## src/hdl/sti_pkg.sv

```systemverilog
// Shared types and constants for the sorted tagged list.
package sti_pkg;

    localparam int VALUE_W       = 32;
    localparam int TAG_W         = 8;
    localparam int CNT_W         = 5;
    localparam int DEPTH_DEFAULT = 16;

    typedef enum logic [1:0] {
        CMD_INSERT = 2'd0,
        CMD_DELETE = 2'd1,
        CMD_LOCATE = 2'd2
    } cmd_t;

    typedef enum logic [1:0] {
        ST_DONE   = 2'd0,
        ST_FULL   = 2'd1,
        ST_ABSENT = 2'd2
    } status_t;

    typedef struct packed {
        logic [1:0]                command;
        logic signed [VALUE_W-1:0] value;
        logic [TAG_W-1:0]          tag;
    } req_t;

    typedef struct packed {
        logic [1:0]                status;
        logic [CNT_W-1:0]          count;
        logic                      head_valid;
        logic signed [VALUE_W-1:0] head_value;
        logic [TAG_W-1:0]          head_tag;
        logic [CNT_W-1:0]          position;
        logic                      found;
    } rsp_t;

    typedef struct packed {
        logic signed [VALUE_W-1:0] value;
        logic [TAG_W-1:0]          tag;
    } slot_t;

    typedef struct packed {
        logic                      insert;
        logic                      remove;
        logic signed [VALUE_W-1:0] value;
        logic [TAG_W-1:0]          tag;
    } ctl_t;

    typedef struct packed {
        logic after;
        logic eq;
        logic hit;
    } flags_t;

endpackage

```

## src/hdl/sorted_tagged_list.sv

```systemverilog
// Top level of the sorted tagged list: a row of cells, the entry count and the result register.
// Sorted priority list of up to DEPTH signed value / tag entries held in a row of cells,
// smallest first, equal values in arrival order. For every command (insert, delete first
// match of a value, locate first entry with a tag) all cells compare the beat against
// their own entry at once and shift one place toward a neighbor, so a new beat is
// accepted every cycle while results are taken, and its result appears in the result
// register on the next cycle. While a result waits under stall the input stalls too.
// An insert into a full list is dropped with status full; a delete of an absent value
// reports status absent. Count and position are reported in five bits.
module sorted_tagged_list
#(
    parameter int DEPTH = sti_pkg::DEPTH_DEFAULT
)
(
    input  logic          clk,
    input  logic          rst_n,
    input  logic          req_valid,
    output logic          req_stall,
    input  sti_pkg::req_t req,
    output logic          rsp_valid,
    input  logic          rsp_stall,
    output sti_pkg::rsp_t rsp
);

    localparam int CW = $clog2(DEPTH + 1);

    logic [CW-1:0]   count_reg;
    logic [CW-1:0]   count_next;
    logic            rsp_valid_reg;
    logic            rsp_valid_next;
    sti_pkg::rsp_t   rsp_reg;
    sti_pkg::rsp_t   rsp_next;

    logic            accept;
    logic            full;
    logic            exists;
    logic [CW-1:0]   position;
    sti_pkg::ctl_t   ctl;

    sti_pkg::slot_t  cell_slot [DEPTH];
    sti_pkg::slot_t  cell_next [DEPTH];
    sti_pkg::flags_t cell_flags [DEPTH];
    logic [DEPTH-1:0] occ;
    logic [DEPTH-1:0] after;
    logic [DEPTH-1:0] eq;
    logic [DEPTH-1:0] hit;

    assign req_stall = rsp_valid_reg && rsp_stall;
    assign accept    = req_valid && !req_stall;
    assign full      = (count_reg == CW'(DEPTH));
    assign exists    = |eq;

    always_comb
    begin
        ctl.value  = req.value;
        ctl.tag    = req.tag;
        ctl.insert = accept && (req.command == sti_pkg::CMD_INSERT) && !full;
        ctl.remove = accept && (req.command == sti_pkg::CMD_DELETE) && exists;
    end

    for (genvar i = 0; i < DEPTH; i++)
    begin : g_cell
        sti_pkg::slot_t left_slot;
        sti_pkg::slot_t right_slot;
        logic           left_after;

        assign occ[i]   = (count_reg > CW'(i));
        assign after[i] = cell_flags[i].after;
        assign eq[i]    = cell_flags[i].eq;
        assign hit[i]   = cell_flags[i].hit;

        if (i == 0)
        begin : g_first
            assign left_slot  = cell_slot[i];
            assign left_after = 1'b0;
        end
        else
        begin : g_inner
            assign left_slot  = cell_slot[i-1];
            assign left_after = after[i-1];
        end

        if (i == DEPTH - 1)
        begin : g_last
            assign right_slot = cell_slot[i];
        end
        else
        begin : g_mid
            assign right_slot = cell_slot[i+1];
        end

        sti_cell u_cell
        (
            .clk        (clk),
            .occupied   (occ[i]),
            .ctl        (ctl),
            .left_slot  (left_slot),
            .left_after (left_after),
            .right_slot (right_slot),
            .slot       (cell_slot[i]),
            .slot_next  (cell_next[i]),
            .flags      (cell_flags[i])
        );
    end

    always_comb
    begin
        position = count_reg;
        for (int i = DEPTH - 1; i >= 0; i--)
        begin
            if (hit[i])
            begin
                position = CW'(i);
            end
        end
    end

    always_comb
    begin
        count_next = count_reg;
        priority if (ctl.insert)
        begin
            count_next = count_reg + CW'(1);
        end
        else if (ctl.remove)
        begin
            count_next = count_reg - CW'(1);
        end

        rsp_next            = '0;
        rsp_next.count      = sti_pkg::CNT_W'(count_next);
        rsp_next.head_valid = (count_next != '0);
        if (count_next != '0)
        begin
            rsp_next.head_value = cell_next[0].value;
            rsp_next.head_tag   = cell_next[0].tag;
        end

        unique case (req.command)
            sti_pkg::CMD_INSERT:
            begin
                if (full)
                begin
                    rsp_next.status = sti_pkg::ST_FULL;
                end
            end
            sti_pkg::CMD_DELETE:
            begin
                if (!exists)
                begin
                    rsp_next.status = sti_pkg::ST_ABSENT;
                end
            end
            sti_pkg::CMD_LOCATE:
            begin
                rsp_next.position = sti_pkg::CNT_W'(position);
                rsp_next.found    = |hit;
            end
            default:
            begin
                rsp_next.status = sti_pkg::ST_DONE;
            end
        endcase

        rsp_valid_next = rsp_valid_reg && rsp_stall;
        if (accept)
        begin
            rsp_valid_next = 1'b1;
        end
    end

    always_ff @(posedge clk or negedge rst_n)
    begin
        if (!rst_n)
        begin
            count_reg     <= '0;
            rsp_valid_reg <= 1'b0;
        end
        else
        begin
            count_reg     <= count_next;
            rsp_valid_reg <= rsp_valid_next;
        end
    end

    always_ff @(posedge clk)
    begin
        if (accept)
        begin
            rsp_reg <= rsp_next;
        end
    end

    assign rsp_valid = rsp_valid_reg;
    assign rsp       = rsp_reg;

endmodule

```

## src/hdl/sti_cell.sv

```systemverilog
// One list cell: holds an entry, compares it, and shifts toward its neighbors.
module sti_cell
(
    input  logic             clk,
    input  logic             occupied,
    input  sti_pkg::ctl_t    ctl,
    input  sti_pkg::slot_t   left_slot,
    input  logic             left_after,
    input  sti_pkg::slot_t   right_slot,
    output sti_pkg::slot_t   slot,
    output sti_pkg::slot_t   slot_next,
    output sti_pkg::flags_t  flags
);

    sti_pkg::slot_t slot_reg;
    logic           ge;

    always_comb
    begin
        flags.after = !occupied || ($signed(slot_reg.value) > $signed(ctl.value));
        flags.eq    = occupied && (slot_reg.value == ctl.value);
        flags.hit   = occupied && (slot_reg.tag == ctl.tag);
        ge          = occupied && ($signed(slot_reg.value) >= $signed(ctl.value));

        slot_next = slot_reg;
        priority if (ctl.insert && flags.after)
        begin
            if (left_after)
            begin
                slot_next = left_slot;
            end
            else
            begin
                slot_next.value = ctl.value;
                slot_next.tag   = ctl.tag;
            end
        end
        else if (ctl.remove && ge)
        begin
            slot_next = right_slot;
        end
    end

    always_ff @(posedge clk)
    begin
        slot_reg <= slot_next;
    end

    assign slot = slot_reg;

endmodule

```

## config.mk

```make
export PLATFORM = sky130hd
export DESIGN_NAME = sorted_tagged_list
export DESIGN_NICKNAME = d
export VERILOG_FILES = /design/src/hdl/sti_pkg.sv /design/src/hdl/sorted_tagged_list.sv /design/src/hdl/sti_cell.sv
export SDC_FILE = /design/constraint.sdc
export NUM_CORES = 2
export LEC_CHECK = 0
export BUFFER_PORTS_ARGS = -buffer_cell sky130_fd_sc_hd__buf_2
export CAP_MARGIN = 20
export CORE_MARGIN = 1
export CORE_UTILIZATION = 50
export CTS_BUF_LIST = sky130_fd_sc_hd__clkbuf_8
export CTS_CLUSTER_DIAMETER = 40
export DETAILED_ROUTE_END_ITERATION = 7
export HOLD_SLACK_MARGIN = 0.1
export PLACE_DENSITY = 0.68
export SLEW_MARGIN = 20
export SYNTH_ARGS = -nofsm -noshare
export SYNTH_HDL_FRONTEND = slang
export SYNTH_SLANG_ARGS = --single-unit
```

## constraint.sdc

```tcl
create_clock -name clk -period 11.5 [get_ports clk]
set_input_delay 2.3 -clock clk [delete_from_list [all_inputs] [get_ports clk]]
set_output_delay 2.3 -clock clk [all_outputs]
set_load 0.02 [all_outputs]
```

# ---- Word-level counts from Yosys, hierarchy flattened
# Cells that the tools add are included.
# Widths: inputs -> output; s select.
dict set report totals {
  reg_bits 700
  latchBits 0
  ramBits 0
  rom_bits 0
  input_bits 46
  output_inout_bits 56
  wordCells 337
  mem_count 0
}
dict set report classes {
  add_sub_neg 2
  multipliers 0
  div 0
  magnitude_cmp 47
  n_eq_ne 35
  shifts 0
  n_mux 66
  n_bitwise 1
  n_reduce_logical 141
}
# op n
set ops {}
lappend ops {{$mux 40} 45}
lappend ops {{$eq 32x32->1} 16}
lappend ops {{$gt 32x32->1} 16}
lappend ops {{$ge 32x32->1} 15}
lappend ops {{$eq 8x8->1} 16}
lappend ops {{$logic_and 1x1->1} 84}
lappend ops {{$gt 5x4->1 const B} 8}
lappend ops {{$mux 4} 8}
lappend ops {{$reduce_or 16->1} 2}
lappend ops {{$reduce_bool 2->1} 14}
lappend ops {{$gt 5x3->1 const B} 4}
lappend ops {{$logic_not 1->1} 18}
lappend ops {{$reduce_or 17->1} 1}
lappend ops {{$logic_or 1x1->1} 16}
lappend ops {{$mux 3} 4}
lappend ops {{$gt 5x1->1 const B} 2}
lappend ops {{$gt 5x2->1 const B} 2}
lappend ops {{$mux 5} 2}
lappend ops {{$reduce_or 9->1} 1}
lappend ops {{$mux 2} 3}
lappend ops {{$add 5x1->5 const B} 1}
lappend ops {{$eq 5x5->1 const B} 1}
lappend ops {{$reduce_bool 5->1} 1}
lappend ops {{$reduce_or 5->1} 1}
lappend ops {{other kinds (9)} 11}

# ---- Longest topological paths before layout
dict set report logic_depth {
  word_depth 17
  ltp_mapped 15
  depth_no_buf 12
}

# ---- Modules after synthesis
# From an unflattened synthesis, not the netlist that was laid out.
dict set report hier_totals {
  cells_unflattened 6723
  hier_area_um2 59542.1
}
# mod instances cells_each area_per_inst_um2 seq_area_each_um2
set modules_own_cells {}
lappend modules_own_cells {{sti_cell at g_cell[0].u_cell ...} 14 371 3364.5 800.8}
lappend modules_own_cells {{sti_cell at g_cell[8].u_cell ...} 2 640 4618.2 800.8}
lappend modules_own_cells {sorted_tagged_list 1 249 3203.1 1771.7}

# ---- Worst setup path before layout
# No wires, ideal clock.
dict set report synth_timing {
  path_kind {input-to-reg}
  startpoint {input rsp_stall}
  endpoint {register g_cell[2].u_cell.slot_reg, in the netlist g_cell[2].u_cell.slot[0], enable pin}
  setup_time_ns 0.451
  arrival_time_ns 7.201
  t_required_ns 11.049
  slack_ns 3.849
  cell_stages 11
  n_path_buf 5
  cell_sequence {nand2_1 -> nand2_1 -> inv_1 -> and3_1 -> clkbuf_1 -> clkbuf_1 -> clkbuf_1 -> clkbuf_1 -> clkbuf_1 -> a21oi_1 -> a21oi_1}
}
dict set report synth_via {
  elab_chain_len 7
  word_cells_on_any_way 10
  cone_classes {10 x reduce/logical}
}
# item line
set synth_rtl {}
lappend synth_rtl {{start, declared} sorted_tagged_list.sv:21} ;# input logic rsp_stall,
lappend synth_rtl {{$logic_and 1x1->1 (*)} sorted_tagged_list.sv:48} ;# assign req_stall = rsp_valid_reg && rsp_stall;
lappend synth_rtl {{$logic_not 1->1 (*)} sorted_tagged_list.sv:49} ;# assign accept = req_valid && !req_stall;
lappend synth_rtl {{$logic_and 1x1->1 (*)} sorted_tagged_list.sv:49}
lappend synth_rtl {{named net accept} sorted_tagged_list.sv:34} ;# logic accept;
lappend synth_rtl {{$logic_and 1x1->1, on equally long branches (2 in series)} {sorted_tagged_list.sv:58, sorted_tagged_list.sv:57}}
lappend synth_rtl {{$logic_and 1x1->1, on equally long branches} {sti_cell.sv:38, sti_cell.sv:26}}
lappend synth_rtl {{$reduce_bool 2->1 (no line) (*)} n/a}
lappend synth_rtl {{end signal, assigned} sti_cell.sv:46} ;# slot_reg <= slot_next;
lappend synth_rtl {{end, declared} sti_cell.sv:15} ;# sti_pkg::slot_t slot_reg;
# Mark *: on every way through the listed nets, which the timed path passes. The rest lies on a longest branch.
# A chain may end at the register's enable or synchronous reset.

# ---- Worst setup path in the final report
dict set report layout_timing {
  startpoint {input req[11] (netlist bit)}
  endpoint {register rsp_reg, in the netlist rsp[16], data pin}
}
dict set report layout_via {
  elab_chain_len 7
  word_cells_on_any_way 45
  cone_classes {2 x order compare; 16 x eq/ne; 4 x mux; 23 x reduce/logical}
}
# item line
set layout_rtl {}
lappend layout_rtl {{start, declared} sorted_tagged_list.sv:19} ;# input sti_pkg::req_t req,
lappend layout_rtl {{parallel branches: the longest is 7 deep, another holds $ge 32x32->1} n/a}
lappend layout_rtl {{end signal, assigned} sorted_tagged_list.sv:190} ;# rsp_reg <= rsp_next;
lappend layout_rtl {{end, declared} sorted_tagged_list.sv:31} ;# sti_pkg::rsp_t rsp_reg;
# Parallel ways; which one is timed is not known.

==> impl_metrics.tcl <==
set metrics [dict create \
    io-pin-count 102 \
    worstPathRequired_ns 12.04 \
    drive_gt1_share_pct 12.2 \
    netlist_area_um2 48500 \
    cpPeakStageDelay_ns 0.85 \
    crit_path_top_delay_cell "nor4_1" \
    max_freq_mhz 141 \
    status "completed" \
    finalClockSkew_ns 0.0329 \
    cts_num_sinks 700 \
    grt_overflow 0 \
    slew_viol_final 0 \
    timing.rr.start "g_cell[3].u_cell.slot[22]" \
    drc 0 \
    ys.flop_type "edfxtp_1" \
    cts_buffers 141 \
    design_area_um2 53100 \
    grt_max_degree 81 \
    synth_edf_count 654 \
    drv_cap 0 \
    initial_core_util_pct 50.8 \
    routedWlPerCell_um 23.7 \
    die_y_um 314 \
    dp_hpwl_um 109000 \
    critPathLaunch "req[11]" \
    path_max_fanout 28 \
    cts_resized 0 \
    worst_slew_pin_slew_ns 1.09 \
    first_pass_iters 6 \
    path_clk_slew_ns 0.06 \
    power_leakage_uw 0.0215 \
    hp-class "register to register" \
    grt_pass1_vias 38323 \
    yosysSeqAreaShare_pct 42.4 \
    rsz0062_at_grt "false" \
    die_x_um 314 \
    slew_headroom_pct 27.2 \
    vias 38926 \
    worstSkewPairLatency_ns 0.84 \
    cts_hold_buf 0 \
    grt_first_pass_wirelength_um 229000 \
    final_nets 5463 \
    place_congestion 0.947 \
    io_buffers 101 \
    syn_to_final_growth_pct 9.54 \
    start_kind "input port" \
    synth.avg_cell_area_um2 9.97 \
    die_area_um2 98300 \
    largest_reg_flops 640 \
    endpoint_kind "register" \
    async_flop_share_pct 0.857 \
    fin_tns_setup_ns 0 \
    hold_viol 0 \
    p_per_area_nw_per_um2 151 \
    htreeDepth 4 \
    crit_top_cell "nand4_1" \
    layout_common_cells "a21oi_1 (703), edfxtp_1 (654), nor2_1 (523), ha_1 (517), o21ai_0 (359)" \
    ir_drop_mv 0.0807 \
    syn-instance-count 4868 \
    finalSetupViolCount 0 \
    path_delay_family "compound AO/OA/AOI/OAI gates" \
    wl_um 148000 \
    ys_ff_latch 700 \
    path_cells "buf_2, inv_1, buf_4, ha_1, nand4_1, nor4_1, nand4_1, o21ai_0, nor4_2, a21oi_2, mux2_2, o31ai_1, o2111a_2, buf_12, a211oi_1" \
    vias_per_cell 6.20 \
    final_common_cell "a21oi_1" \
    design.core.area_um2 95600 \
    num_rows 113 \
    path_buf_inv 4 \
    holdCritStartpoint "rsp_valid" \
    cts_setup_buffers 0 \
    place_area_um2 50300 \
    cts-root-buf "clkbuf_8" \
    syn_nets 5431 \
    clk_path_buf_depth 3 \
    cts_tree "yes" \
    grt_usage_pct 30.0 \
    yosysUniqueCellTypes 80 \
    antenna_found_initial 4 \
    ys.warnings.count 0 \
    min_period_over_period_pct 61.8 \
    drt_iter0_drc 3934 \
    critPathKind "input port to register" \
    ant_nets 0 \
    min_period_ns 7.11 \
    worstPathArrival_ns 7.65 \
]
==> per-stage QoR <==
| step | hold slack, ns | instances | total power, uW | setup WS [ns] | util [%] |
|---|---|---|---|---|---|
| floorplan | 0.545 | 4868 | 4770 | 3.85 | - |
| global placement | 0.503 | 6020 | 5370 | 3.69 | 52.6 |
| detailed placement | 0.512 | 6020 | 5410 | 3.53 | 52.6 |
| CTS | 0.527 | 6274 | 8040 | 4.40 | 55.6 |
| global route | 0.594 | 6277 | 8410 | 4.31 | 55.6 |
| finish | 0.519 | 6278 | 8030 | 4.39 | 55.6 |
==> path summary, 6_finish.rpt <==
| path | slack (ns) | cells after the start | end |
|---|---|---|---|
| max | 4.39 | 15 | rsp[16] |
| min | 0.52 | 2 | rsp_valid |
| max reg2reg | 6.15 | 12 | rsp[16] |
| min reg2reg | 0.52 | 2 | rsp_valid |
| max in group asynchronous | 10.07 | 1 | rsp_valid |
| min in group asynchronous | 1.28 | 1 | count_reg[1] |
==> kinds of logic after synthesis <==
| logic type | Yosys count | synth area share (%) |
|---|---|---|
| buf+inv | 396 | 3.43 |
| simple gates | 1181 | 11.0 |
| compound gates | 1455 | 17.0 |
| xor+xnor | 133 | 2.40 |
| fa+ha+maj | 517 | 13.3 |
| mux | 486 | 10.4 |
| flops | 700 | 42.4 |
==> where the power goes <==
group	switching (uW)	leakage [uW]	total (uW)	internal (uW)
clock network	1200	0.00157	2630	1440
registers	185	0.00640	3240	3050
logic	1360	0.0136	2160	797
total	2750	0.0215	8030	5290
==> metal layers <==
metal / wire (um) / GRT usage (%)
met5: 13 / 0
met1: 65300 / 41.5
met3: 12000 / 4.91
met2: 65200 / 46.5
met4: 5970 / 12.9
==> cell usage after synthesis (6+ instances only) <==
library cell  count  area (um2)
nand2_1         267        1000
o21ai_1          43         215
inv_1            78         293
or2_2             7        43.8
and3_1           13        81.3
buf_1            14        52.6
nand2b_1         26         163
a21oi_1         706        3530
o21ai_0         360        1800
nor2_1          527        1980
buf_2            68         340
xnor2_1          83         727
or3_1             6        37.5
and4_1            6        52.6
clkbuf_1        213         800
nor4_1           33         206
a211o_1           8        70.1
dfrtp_1           6         150
dfxtp_1          40         801
o211ai_1         22         165
nand4_1         142         888
nor3_1           37         185
a31oi_1          12        75.1
o221ai_1          9        78.8
mux2_2          143        1610
edfxtp_1        654       19600
buf_4            15         113
mux2_1            6        67.6
a21o_1          133         998
nand3_1          50         250
mux2i_1         337        3370
o21a_1           43         323
and2_1           17         106
nor2b_1          33         206
ha_1            517        6470
a211oi_1         52         390
a2111oi_0         9        78.8
xor2_1           50         438
==> worst reg2reg max path, stage by stage, from the launching register on <==
cell	delay [ns]
edfxtp_1	0.49
ha_1	0.34
nand4_1	0.13
nor4_1	0.91
nand4_1	0.48
o21ai_0	0.33
nor4_2	0.11
a21oi_2	0.70
mux2_2	0.42
o31ai_1	0.24
o2111a_2	0.55
buf_12	0.26
a211oi_1	0.11
==> layout make-up <==
type                    count  area (um2)
fillers                  8502       42400
inverters                  78         293
clock buffers             153        2110
repair buffers            207        1330
multi-input cells        3772       26500
diodes                      2        5.00
clock inverters           101         727
well taps                1265        1580
flip-flops and latches    700       20600
(Power assumes the default switching activity.)
